**src/hdl/sscb_pkg.sv**
```systemverilog
// Shared types, command constants and the segment table for the
// seven-segment command builder. No dependencies.
package sscb_pkg;

    localparam int QUEUE_DEPTH = 2;

    // One request word as it arrives on the input channel
    typedef struct packed {
        logic              mode;
        logic signed [15:0] value;
        logic [1:0]        position;
        logic [6:0]        digit_code;
    } in_item_t;

    // One result word as it leaves on the output channel
    typedef struct packed {
        logic [7:0] data_byte;
        logic       start_before;
        logic       stop_after;
        logic       last;
    } out_item_t;

    // Classified request, passed from the front end to the byte sequencer
    typedef struct packed {
        logic           mode;
        logic [1:0]     position;
        logic [3:0][7:0] seg;
    } cmd_t;

    typedef struct packed {
        logic full;
        logic empty;
    } q_stat_t;

    typedef enum logic [1:0] {
        FE_IDLE,
        FE_CONV,
        FE_PUSH
    } fe_state_t;

    localparam logic MODE_INT   = 1'b0;
    localparam logic MODE_DIGIT = 1'b1;

    localparam logic REG_BRIGHTNESS = 1'b0;
    localparam logic REG_DOT_EN     = 1'b1;

    localparam logic [2:0] BRIGHTNESS_RST = 3'd2;
    localparam logic       DOT_EN_RST     = 1'b0;

    localparam logic [7:0] CMD_AUTO_INC   = 8'h40;
    localparam logic [7:0] CMD_FIXED_ADDR = 8'h44;
    localparam logic [7:0] CMD_ADDR_BASE  = 8'hC0;
    localparam logic [7:0] CMD_CTRL_BASE  = 8'h88;
    localparam logic [7:0] SEG_POINT      = 8'h80;

    localparam logic signed [15:0] VALUE_MAX = 16'sd9999;
    localparam logic signed [15:0] VALUE_MIN = -16'sd999;

    localparam int         TABLE_LEN = 18;
    localparam logic [6:0] IDX_MINUS = 7'd16;
    localparam logic [6:0] IDX_BLANK = 7'd17;

    localparam logic [7:0] SEG_TABLE [TABLE_LEN] = '{
        8'h3F, 8'h06, 8'h5B, 8'h4F, 8'h66, 8'h6D, 8'h7D, 8'h07, 8'h7F, 8'h6F,
        8'h77, 8'h7C, 8'h39, 8'h5E, 8'h79, 8'h71, 8'h40, 8'h00
    };

    // Digit extraction steps, most significant first
    localparam logic [1:0] STEP_THOUSANDS = 2'd0;
    localparam logic [1:0] STEP_HUNDREDS  = 2'd1;
    localparam logic [1:0] STEP_TENS      = 2'd2;

    // Byte slots within one request
    localparam logic [2:0] SLOT_CMD        = 3'd0;
    localparam logic [2:0] SLOT_ADDR       = 3'd1;
    localparam logic [2:0] SLOT_SEG_FIRST  = 3'd2;
    localparam logic [2:0] SLOT_LAST_INT   = 3'd6;
    localparam logic [2:0] SLOT_LAST_DIGIT = 3'd3;

    // Code one table index; anything past the table is blank
    function automatic logic [7:0] seg_code(input logic [6:0] idx, input logic pt);
        logic [7:0] s;
        if (idx >= 7'(TABLE_LEN)) begin
            s = 8'h00;
        end else begin
            s = SEG_TABLE[idx[4:0]];
        end
        return s | (pt ? SEG_POINT : 8'h00);
    endfunction

    // k times the decimal weight of the given step
    function automatic logic [13:0] step_mult(input logic [1:0] step, input int k);
        logic [13:0] w;
        case (step)
            STEP_THOUSANDS: w = 14'(k * 1000);
            STEP_HUNDREDS:  w = 14'(k * 100);
            default:        w = 14'(k * 10);
        endcase
        return w;
    endfunction

endpackage

```
**src/hdl/sscb_fifo.sv**
```systemverilog
// Short command queue between the front end and the byte sequencer.
// Depends on sscb_pkg for the entry and status types.
module sscb_fifo #(
    parameter int DEPTH = sscb_pkg::QUEUE_DEPTH
) (
    input  logic              aclk,
    input  logic              aresetn,
    input  logic              push,
    input  sscb_pkg::cmd_t    push_data,
    input  logic              pop,
    output sscb_pkg::cmd_t    head,
    output sscb_pkg::q_stat_t stat
);

    localparam int AW = $clog2(DEPTH);
    localparam int CW = $clog2(DEPTH + 1);

    sscb_pkg::cmd_t mem_reg [DEPTH];
    logic [AW-1:0]  wr_ptr_reg, wr_ptr_next;
    logic [AW-1:0]  rd_ptr_reg, rd_ptr_next;
    logic [CW-1:0]  cnt_reg, cnt_next;

    always_comb begin
        wr_ptr_next = wr_ptr_reg;
        rd_ptr_next = rd_ptr_reg;
        cnt_next    = cnt_reg;
        if (push) begin
            wr_ptr_next = (wr_ptr_reg == AW'(DEPTH - 1)) ? '0 : wr_ptr_reg + 1'b1;
        end
        if (pop) begin
            rd_ptr_next = (rd_ptr_reg == AW'(DEPTH - 1)) ? '0 : rd_ptr_reg + 1'b1;
        end
        if (push && !pop) begin
            cnt_next = cnt_reg + 1'b1;
        end else if (pop && !push) begin
            cnt_next = cnt_reg - 1'b1;
        end
    end

    always_ff @(posedge aclk) begin
        if (!aresetn) begin
            wr_ptr_reg <= '0;
            rd_ptr_reg <= '0;
            cnt_reg    <= '0;
        end else begin
            wr_ptr_reg <= wr_ptr_next;
            rd_ptr_reg <= rd_ptr_next;
            cnt_reg    <= cnt_next;
        end
    end

    always_ff @(posedge aclk) begin
        if (push) begin
            mem_reg[wr_ptr_reg] <= push_data;
        end
    end

    assign head       = mem_reg[rd_ptr_reg];
    assign stat.full  = (cnt_reg == CW'(DEPTH));
    assign stat.empty = (cnt_reg == '0);

endmodule

```
**src/hdl/sscb_front.sv**
```systemverilog
// Front end: accept requests, range-check, split into decimal digits and
// code the segments. Depends on sscb_pkg.
module sscb_front (
    input  logic               aclk,
    input  logic               aresetn,
    input  logic               s_valid,
    output logic               s_ready,
    input  sscb_pkg::in_item_t s_data,
    input  logic               dot_en,
    input  sscb_pkg::q_stat_t  q_stat,
    output logic               push,
    output sscb_pkg::cmd_t     push_data
);

    sscb_pkg::fe_state_t state_reg, state_next;
    logic [1:0]          step_reg, step_next;
    logic [13:0]         rem_reg, rem_next;
    logic [2:0][3:0]     dig_reg, dig_next;
    logic                neg_reg, neg_next;
    logic                mode_reg, mode_next;
    logic [1:0]          pos_reg, pos_next;
    logic [6:0]          dcode_reg, dcode_next;

    logic        accept;
    logic        in_range;
    logic [15:0] mag;
    logic [3:0]  digit;
    logic [13:0] rem_sub;
    logic [6:0]  idx0, idx1, idx2, idx3;

    assign in_range = (s_data.value <= sscb_pkg::VALUE_MAX)
                   && (s_data.value >= sscb_pkg::VALUE_MIN);
    assign mag      = s_data.value[15] ? 16'(-s_data.value) : 16'(s_data.value);

    // One decimal digit per cycle: compare against the nine multiples of the weight
    always_comb begin
        digit   = '0;
        rem_sub = rem_reg;
        for (int k = 1; k <= 9; k++) begin
            if (rem_reg >= sscb_pkg::step_mult(step_reg, k)) begin
                digit   = 4'(k);
                rem_sub = rem_reg - sscb_pkg::step_mult(step_reg, k);
            end
        end
    end

    always_comb begin
        state_next = state_reg;
        step_next  = step_reg;
        rem_next   = rem_reg;
        dig_next   = dig_reg;
        neg_next   = neg_reg;
        mode_next  = mode_reg;
        pos_next   = pos_reg;
        dcode_next = dcode_reg;
        s_ready    = 1'b0;
        push       = 1'b0;
        accept     = 1'b0;
        case (state_reg)
            sscb_pkg::FE_IDLE: begin
                s_ready = 1'b1;
            end
            sscb_pkg::FE_CONV: begin
                dig_next  = {dig_reg[1:0], digit};
                rem_next  = rem_sub;
                step_next = step_reg + 1'b1;
                if (step_reg == sscb_pkg::STEP_TENS) begin
                    state_next = sscb_pkg::FE_PUSH;
                end
            end
            sscb_pkg::FE_PUSH: begin
                push    = !q_stat.full;
                s_ready = !q_stat.full;
                if (!q_stat.full) begin
                    state_next = sscb_pkg::FE_IDLE;
                end
            end
            default: begin
                state_next = sscb_pkg::FE_IDLE;
            end
        endcase

        accept = s_valid && s_ready;
        if (accept) begin
            mode_next  = s_data.mode;
            pos_next   = s_data.position;
            dcode_next = s_data.digit_code;
            neg_next   = s_data.value[15];
            rem_next   = mag[13:0];
            step_next  = sscb_pkg::STEP_THOUSANDS;
            if (s_data.mode == sscb_pkg::MODE_DIGIT) begin
                state_next = sscb_pkg::FE_PUSH;
            end else if (in_range) begin
                state_next = sscb_pkg::FE_CONV;
            end else begin
                state_next = sscb_pkg::FE_IDLE;
            end
        end
    end

    // Blank leading zeros; the units digit always shows
    always_comb begin
        idx0 = {3'b000, dig_reg[2]};
        idx1 = {3'b000, dig_reg[1]};
        idx2 = {3'b000, dig_reg[0]};
        idx3 = {3'b000, rem_reg[3:0]};
        if (neg_reg) begin
            idx0 = sscb_pkg::IDX_MINUS;
            if (dig_reg[1] == '0) begin
                idx1 = sscb_pkg::IDX_BLANK;
                if (dig_reg[0] == '0) begin
                    idx2 = sscb_pkg::IDX_BLANK;
                end
            end
        end else if (dig_reg[2] == '0) begin
            idx0 = sscb_pkg::IDX_BLANK;
            if (dig_reg[1] == '0) begin
                idx1 = sscb_pkg::IDX_BLANK;
                if (dig_reg[0] == '0) begin
                    idx2 = sscb_pkg::IDX_BLANK;
                end
            end
        end
        if (mode_reg == sscb_pkg::MODE_DIGIT) begin
            idx0 = dcode_reg;
        end
    end

    assign push_data.mode     = mode_reg;
    assign push_data.position = pos_reg;
    assign push_data.seg[0]   = sscb_pkg::seg_code(idx0, dot_en);
    assign push_data.seg[1]   = sscb_pkg::seg_code(idx1, dot_en);
    assign push_data.seg[2]   = sscb_pkg::seg_code(idx2, dot_en);
    assign push_data.seg[3]   = sscb_pkg::seg_code(idx3, dot_en);

    always_ff @(posedge aclk) begin
        if (!aresetn) begin
            state_reg <= sscb_pkg::FE_IDLE;
        end else begin
            state_reg <= state_next;
        end
    end

    always_ff @(posedge aclk) begin
        step_reg  <= step_next;
        rem_reg   <= rem_next;
        dig_reg   <= dig_next;
        neg_reg   <= neg_next;
        mode_reg  <= mode_next;
        pos_reg   <= pos_next;
        dcode_reg <= dcode_next;
    end

endmodule

```
**src/hdl/sscb_back.sv**
```systemverilog
// Byte sequencer: walk the queue head one byte per cycle into the output
// register while the output is not stalled. Depends on sscb_pkg.
module sscb_back (
    input  logic                aclk,
    input  logic                aresetn,
    input  sscb_pkg::cmd_t      head,
    input  sscb_pkg::q_stat_t   q_stat,
    output logic                pop,
    input  logic [2:0]          brightness,
    output logic                m_valid,
    input  logic                m_ready,
    output sscb_pkg::out_item_t m_data
);

    logic                m_valid_reg, m_valid_next;
    sscb_pkg::out_item_t m_data_reg, m_data_next;
    logic [2:0]          slot_reg, slot_next;

    logic                load;
    logic [2:0]          last_slot;
    logic                final_slot;
    logic [2:0]          seg_off;
    sscb_pkg::out_item_t word;

    assign load       = !m_valid_reg || m_ready;
    assign last_slot  = (head.mode == sscb_pkg::MODE_DIGIT) ? sscb_pkg::SLOT_LAST_DIGIT
                                                           : sscb_pkg::SLOT_LAST_INT;
    assign final_slot = (slot_reg == last_slot);
    assign seg_off    = slot_reg - sscb_pkg::SLOT_SEG_FIRST;

    always_comb begin
        word.start_before = 1'b0;
        word.stop_after   = 1'b0;
        word.last         = 1'b0;
        if (final_slot) begin
            word.data_byte    = sscb_pkg::CMD_CTRL_BASE + {5'b00000, brightness};
            word.start_before = 1'b1;
            word.stop_after   = 1'b1;
            word.last         = 1'b1;
        end else if (slot_reg == sscb_pkg::SLOT_CMD) begin
            word.data_byte    = (head.mode == sscb_pkg::MODE_DIGIT)
                              ? sscb_pkg::CMD_FIXED_ADDR : sscb_pkg::CMD_AUTO_INC;
            word.start_before = 1'b1;
            word.stop_after   = 1'b1;
        end else if (slot_reg == sscb_pkg::SLOT_ADDR) begin
            word.data_byte    = sscb_pkg::CMD_ADDR_BASE
                              | ((head.mode == sscb_pkg::MODE_DIGIT)
                                 ? {6'b000000, head.position} : 8'h00);
            word.start_before = 1'b1;
        end else begin
            word.data_byte  = head.seg[seg_off[1:0]];
            word.stop_after = (slot_reg == last_slot - 1'b1);
        end
    end

    always_comb begin
        m_valid_next = m_valid_reg;
        m_data_next  = m_data_reg;
        slot_next    = slot_reg;
        pop          = 1'b0;
        if (load) begin
            m_valid_next = !q_stat.empty;
            if (!q_stat.empty) begin
                m_data_next = word;
                if (final_slot) begin
                    slot_next = sscb_pkg::SLOT_CMD;
                    pop       = 1'b1;
                end else begin
                    slot_next = slot_reg + 1'b1;
                end
            end
        end
    end

    always_ff @(posedge aclk) begin
        if (!aresetn) begin
            m_valid_reg <= 1'b0;
            slot_reg    <= sscb_pkg::SLOT_CMD;
        end else begin
            m_valid_reg <= m_valid_next;
            slot_reg    <= slot_next;
        end
    end

    always_ff @(posedge aclk) begin
        m_data_reg <= m_data_next;
    end

    assign m_valid = m_valid_reg;
    assign m_data  = m_data_reg;

endmodule

```
**src/hdl/seven_segment_command_builder.sv**
```systemverilog
// An integer request passes a load, three digit steps and a queue write before
// its first byte; a single-digit request skips the digit steps.
// Throughput: one byte per cycle on the output while m_ready is high; an integer
// request makes 7 bytes, a single-digit request 4, one per byte sequencer slot.
// Reset: synchronous, active low; brightness returns to 2, point off, queue empty.
module seven_segment_command_builder #(
    parameter int QUEUE_DEPTH = sscb_pkg::QUEUE_DEPTH
) (
    input  logic                aclk,
    input  logic                aresetn,
    // request words
    input  logic                s_valid,
    output logic                s_ready,
    input  sscb_pkg::in_item_t  s_data,
    // command byte words
    output logic                m_valid,
    input  logic                m_ready,
    output sscb_pkg::out_item_t m_data,
    // configuration writes
    input  logic                cfg_we,
    input  logic                cfg_index,
    input  logic [2:0]          cfg_wdata
);

    logic [2:0] brightness_reg, brightness_next;
    logic       dot_en_reg, dot_en_next;

    logic              q_push;
    logic              q_pop;
    sscb_pkg::cmd_t    q_push_data;
    sscb_pkg::cmd_t    q_head;
    sscb_pkg::q_stat_t q_stat;

    // Configuration registers: brightness takes the whole write data, the point enable only its low bit
    always_comb begin
        brightness_next = brightness_reg;
        dot_en_next     = dot_en_reg;
        if (cfg_we) begin
            case (cfg_index)
                sscb_pkg::REG_BRIGHTNESS: brightness_next = cfg_wdata;
                sscb_pkg::REG_DOT_EN:     dot_en_next     = cfg_wdata[0];
                default: ;
            endcase
        end
    end

    always_ff @(posedge aclk) begin
        if (!aresetn) begin
            brightness_reg <= sscb_pkg::BRIGHTNESS_RST;
            dot_en_reg     <= sscb_pkg::DOT_EN_RST;
        end else begin
            brightness_reg <= brightness_next;
            dot_en_reg     <= dot_en_next;
        end
    end

    // Front end: accept, drop out-of-range integers, split digits, code segments
    sscb_front u_front (
        .aclk      (aclk),
        .aresetn   (aresetn),
        .s_valid   (s_valid),
        .s_ready   (s_ready),
        .s_data    (s_data),
        .dot_en    (dot_en_reg),
        .q_stat    (q_stat),
        .push      (q_push),
        .push_data (q_push_data)
    );

    // Hold coded requests so the front end can run ahead of the output
    sscb_fifo #(
        .DEPTH (QUEUE_DEPTH)
    ) u_fifo (
        .aclk      (aclk),
        .aresetn   (aresetn),
        .push      (q_push),
        .push_data (q_push_data),
        .pop       (q_pop),
        .head      (q_head),
        .stat      (q_stat)
    );

    // Back end: advance one byte per output word loaded, drop the entry at its end
    sscb_back u_back (
        .aclk       (aclk),
        .aresetn    (aresetn),
        .head       (q_head),
        .q_stat     (q_stat),
        .pop        (q_pop),
        .brightness (brightness_reg),
        .m_valid    (m_valid),
        .m_ready    (m_ready),
        .m_data     (m_data)
    );

    a_no_push_when_full: assert property (@(posedge aclk) disable iff (!aresetn)
        q_stat.full |-> !q_push)
        else $error("queue written while full");

    a_no_pop_when_empty: assert property (@(posedge aclk) disable iff (!aresetn)
        q_stat.empty |-> !q_pop)
        else $error("queue read while empty");

    a_last_on_pop: assert property (@(posedge aclk) disable iff (!aresetn)
        q_pop |=> m_valid && m_data.last)
        else $error("queue entry retired without a final byte");

endmodule
```
**config.mk**
```make
export PLATFORM = sky130hd
export DESIGN_NAME = seven_segment_command_builder
export DESIGN_NICKNAME = d
export VERILOG_FILES = /design/src/hdl/sscb_pkg.sv /design/src/hdl/sscb_fifo.sv /design/src/hdl/sscb_front.sv /design/src/hdl/sscb_back.sv /design/src/hdl/seven_segment_command_builder.sv
export SDC_FILE = /design/constraint.sdc
export NUM_CORES = 1
export LEC_CHECK = 0
export BUFFER_PORTS_ARGS = -buffer_cell sky130_fd_sc_hd__buf_4
export CAP_MARGIN = 10
export CORE_ASPECT_RATIO = 0.75
export CORE_MARGIN = 10
export CORE_UTILIZATION = 39
export DETAILED_ROUTE_END_ITERATION = 12
export PLACE_DENSITY = 0.6
export SKIP_CTS_REPAIR_TIMING = 1
export SLEW_MARGIN = 20
export SYNTH_ARGS = -nofsm -noshare
export SYNTH_HDL_FRONTEND = slang
export SYNTH_SLANG_ARGS = --single-unit
```
**constraint.sdc**
```tcl
create_clock -name aclk -period 6.81 [get_ports aclk]
set_input_delay 1.362 -clock aclk [delete_from_list [all_inputs] [get_ports aclk]]
set_output_delay 1.362 -clock aclk [all_outputs]
set_load 0.05 [all_outputs]
```
==> impl_metrics.yaml <==
floorplan:
  rows: 52
  initial_utilization_pct: 39.86
  die_w_um: 212.3
  coreArea_um2: 27130
  ios: 48
  die_area_um2: 34860
  die_height_um: 164.2
global_route:
  grt_pass1_wl_um: 55090
  overflow: 0
  grt_max_degree: 34
  antenna_found_initial: 3
  grtUsageTotal_pct: 20.61
  grt_pass1_vias: 9143
yosys:
  synthArstFlopShare_pct: 0
  yosys.area.top_type: "edfxtp_1"
  synth_cells: 1204
  syn-num-nets: 1311
  synth_top_flop_cell: "edfxtp_1"
  ys_warn_count: 0
  synth_area_leaders: "edfxtp_1 (31%), ha_1 (7.6%), nor2_1 (4.3%), o21ai_0 (3.9%), nand2_1 (3.8%)"
  syn_area_um2: 10810
  synth-seq-cells: 129
  postSynthAreaPerCell_um2: 8.982
  synth_seq_area_share_pct: 34.25
  synth_edf_count: 112
  synth_top_area_share_pct: 31.10
  yosysUniqueCellTypes: 97
run:
  maxCapViolCount: 0
sta:
  finalCritPeriodShare_pct: 83.22
  hold_violations: 0
  worst_pin_slew_ns: 1.004
  max_clock_freq_mhz: 176.5
  slew_violations: 0
  finalClockSkew_ns: 0.007958
  fin_hold_ws_ns: 0.4529
  rsz0062_at_grt: "false"
  timing.slew.headroom_pct: 32.45
  setup_tns_ns: 0
  period_needed_ns: 5.667
  setup_violations: 0
power:
  peakVddDrop_v: 0.0001415
  power-per-cell-area_nw_per_um2: 332.7
  leakagePower_nw: 4.488
critical_path:
  crit_chain: "inv_1 -> ha_1 -> inv_1 -> buf_4 -> ha_1 -> a2111oi_0 -> a21oi_1 -> nor3_1 -> or2_2 -> nand2_1 -> o21ai_0 -> nand2_1 -> and2_1 -> fa_1 -> nor2b_1 -> o21ai_0 -> a21oi_1 -> o21ai_0 -> o21ai_0 -> a311oi_1 -> a2111oi_0 -> o31ai_1"
  cpMostUsedCell: "o21ai_0"
  r2r-end: "u_front.rem_reg[11]"
  r2r_setup_slack_ns: 1.14
  rr_worst_depth: 22
  path_class: "flip-flop to flip-flop"
  crit_fanout: 12
  crit_slowest_cell: "a2111oi_0"
  start_kind: "flip-flop"
  r2r_start: "u_front.step_reg[0]"
  crit_arrival_ns: 5.83
  slowest_delay_ns: 0.72
  crit_required_ns: 6.97
  cp-end-kind: "flip-flop"
placement:
  io_buffers: 47
  postPlaceCellArea_um2: 11510
  hpwl_um: 27550
  gp_congestion: 1.033
cts:
  clk_path_buf_depth: 2
  cts-root-buf: "clkbuf_16"
  insertion_delay_ns: 0.42
  cts_num_sinks: 129
  clkTransAtPathRegs_ns: 0.06
  cts_buffers: 17
  cts_tree: "done"
  htreeDepth: 4
final_layout:
  largest_reg_flops: 64
  finalInstanceArea_um2: 12110
  area_delta_synth_final_pct: 11.97
  nets: 1335
  drive_above_1_share_pct: 13.54
  final.fill_count: 2587
  mostFrequentLayoutCells: "nor2_1 (123), edfxtp_1 (112), nand2_1 (109), o21ai_0 (84), a21oi_1 (76)"
  final_common_cell: "nor2_1"
detailed_routing:
  viasPerCell: 6.200
  vias: 9876
  wl_per_cell_um: 22.82
  detail_route.iter0.violations: 1027
  drtAntennaViolNets: 0
  drt_first_pass_iters: 6
  routed_wl_um: 36350
  route.detailed.drc: 0
min_path:
  hold_depth: 0
  hold-path-endpoint: "u_fifo.mem_reg[1][33]"
  hp-class: "flip-flop to flip-flop"
  holdCritStartpoint: "u_front.pos_reg[1]"
outcome:
  status: "finished clean"
## Yosys cell counts, types with 5 or more instances
library cell	count
xnor2_1	40
a21oi_1	76
nand2b_1	12
o21a_1	17
a31o_2	6
o211ai_1	13
nor2_1	123
clkbuf_1	43
nand2_1	109
dfxtp_1	17
inv_1	44
a21o_1	8
nor4b_1	6
mux2i_1	11
o22ai_1	7
xor2_1	25
edfxtp_1	112
o21ai_0	84
a311oi_1	11
nor2b_1	26
or3_1	13
nor3b_1	9
ha_1	66
a211oi_1	22
buf_2	11
o31a_1	7
fa_1	6
o21bai_1	7
nor3_1	28
or2_2	10
nor4_1	5
buf_1	9
mux4_2	14
nand4_1	8
a31oi_1	18
o31ai_1	12
and2_1	17
a41oi_1	5
and3_1	11
nand3_1	21
## kinds of logic (layout without fill, tap and decap cells)
logic type | after synthesis | count (layout) | share of synthesized area [%]
adders and majority gates | 73 | 73 | 8.840
muxes | 27 | 27 | 4.142
DFF | 129 | 129 | 34.25
AOI/OAI and AO/OA | 369 | 369 | 23.56
other | 0 | 1 | 0
buffers and inverters | 117 | 154 | 4.466
xor gates and xnor gates | 65 | 65 | 5.264
and+or+nand+nor | 424 | 424 | 19.48
## final cells by class
class	count	area, µm²	area share (%)
antenna	1	2.502	0.02067
clock buffer	17	425.4	3.513
clock inverter	15	171.4	1.416
inverter	49	183.9	1.519
multi-input combinational	958	6635	54.79
sequential	129	3704	30.58
tap	351	439.2	3.627
timing repair buffer	73	548.0	4.526
## critical path, delay by kind of cell (launching register included)
kind	cells	cell delay (ns)
buffers and inverters	3	0.45
DFF	1	0.33
and+or+nand+nor	6	1.01
adders and majority gates	3	1.15
AOI/OAI and AO/OA	10	2.45
## layer usage
metal	vias to the layer above	global-route usage [%]	share of wire, %
li1	4560	-	-
met5	-	0	0.11
met1	4683	29.67	46
met2	561	27.76	39
met4	6	5.730	2.0
met3	66	7.770	12
## power breakdown
group	switching (W)	internal, W
combinational	0.00134	0.000725
sequential	0.000107	0.000936
clock	0.000372	0.000550
total	0.00182	0.00221
## worst max path at each step
stage,start,end,cells past startpoint
finish,u_front.step_reg[0],u_front.rem_reg[11],22
floorplan,u_front.step_reg[1],u_front.rem_reg[13],23
CTS,u_front.step_reg[0],u_front.rem_reg[11],22
global route,u_front.step_reg[0],u_front.rem_reg[11],22
global placement,u_front.step_reg[0],u_front.rem_reg[11],22
detailed placement,u_front.step_reg[0],u_front.rem_reg[11],22
## stage by stage
stage | util (%) | setup slack, ns | std cells | total power, W
2_1_floorplan | - | 1.673 | 1204 | 0.002413
6_report | 44.63 | 1.143 | 1593 | 0.004029
5_1_grt | 44.62 | 0.4849 | 1592 | 0.004231
4_1_cts | 44.62 | 1.212 | 1592 | 0.003958
3_3_place_gp | 42.42 | 1.489 | 1560 | 0.003039
3_5_place_dp | 42.42 | 1.235 | 1560 | 0.003021
(Power assumes the default switching activity.)
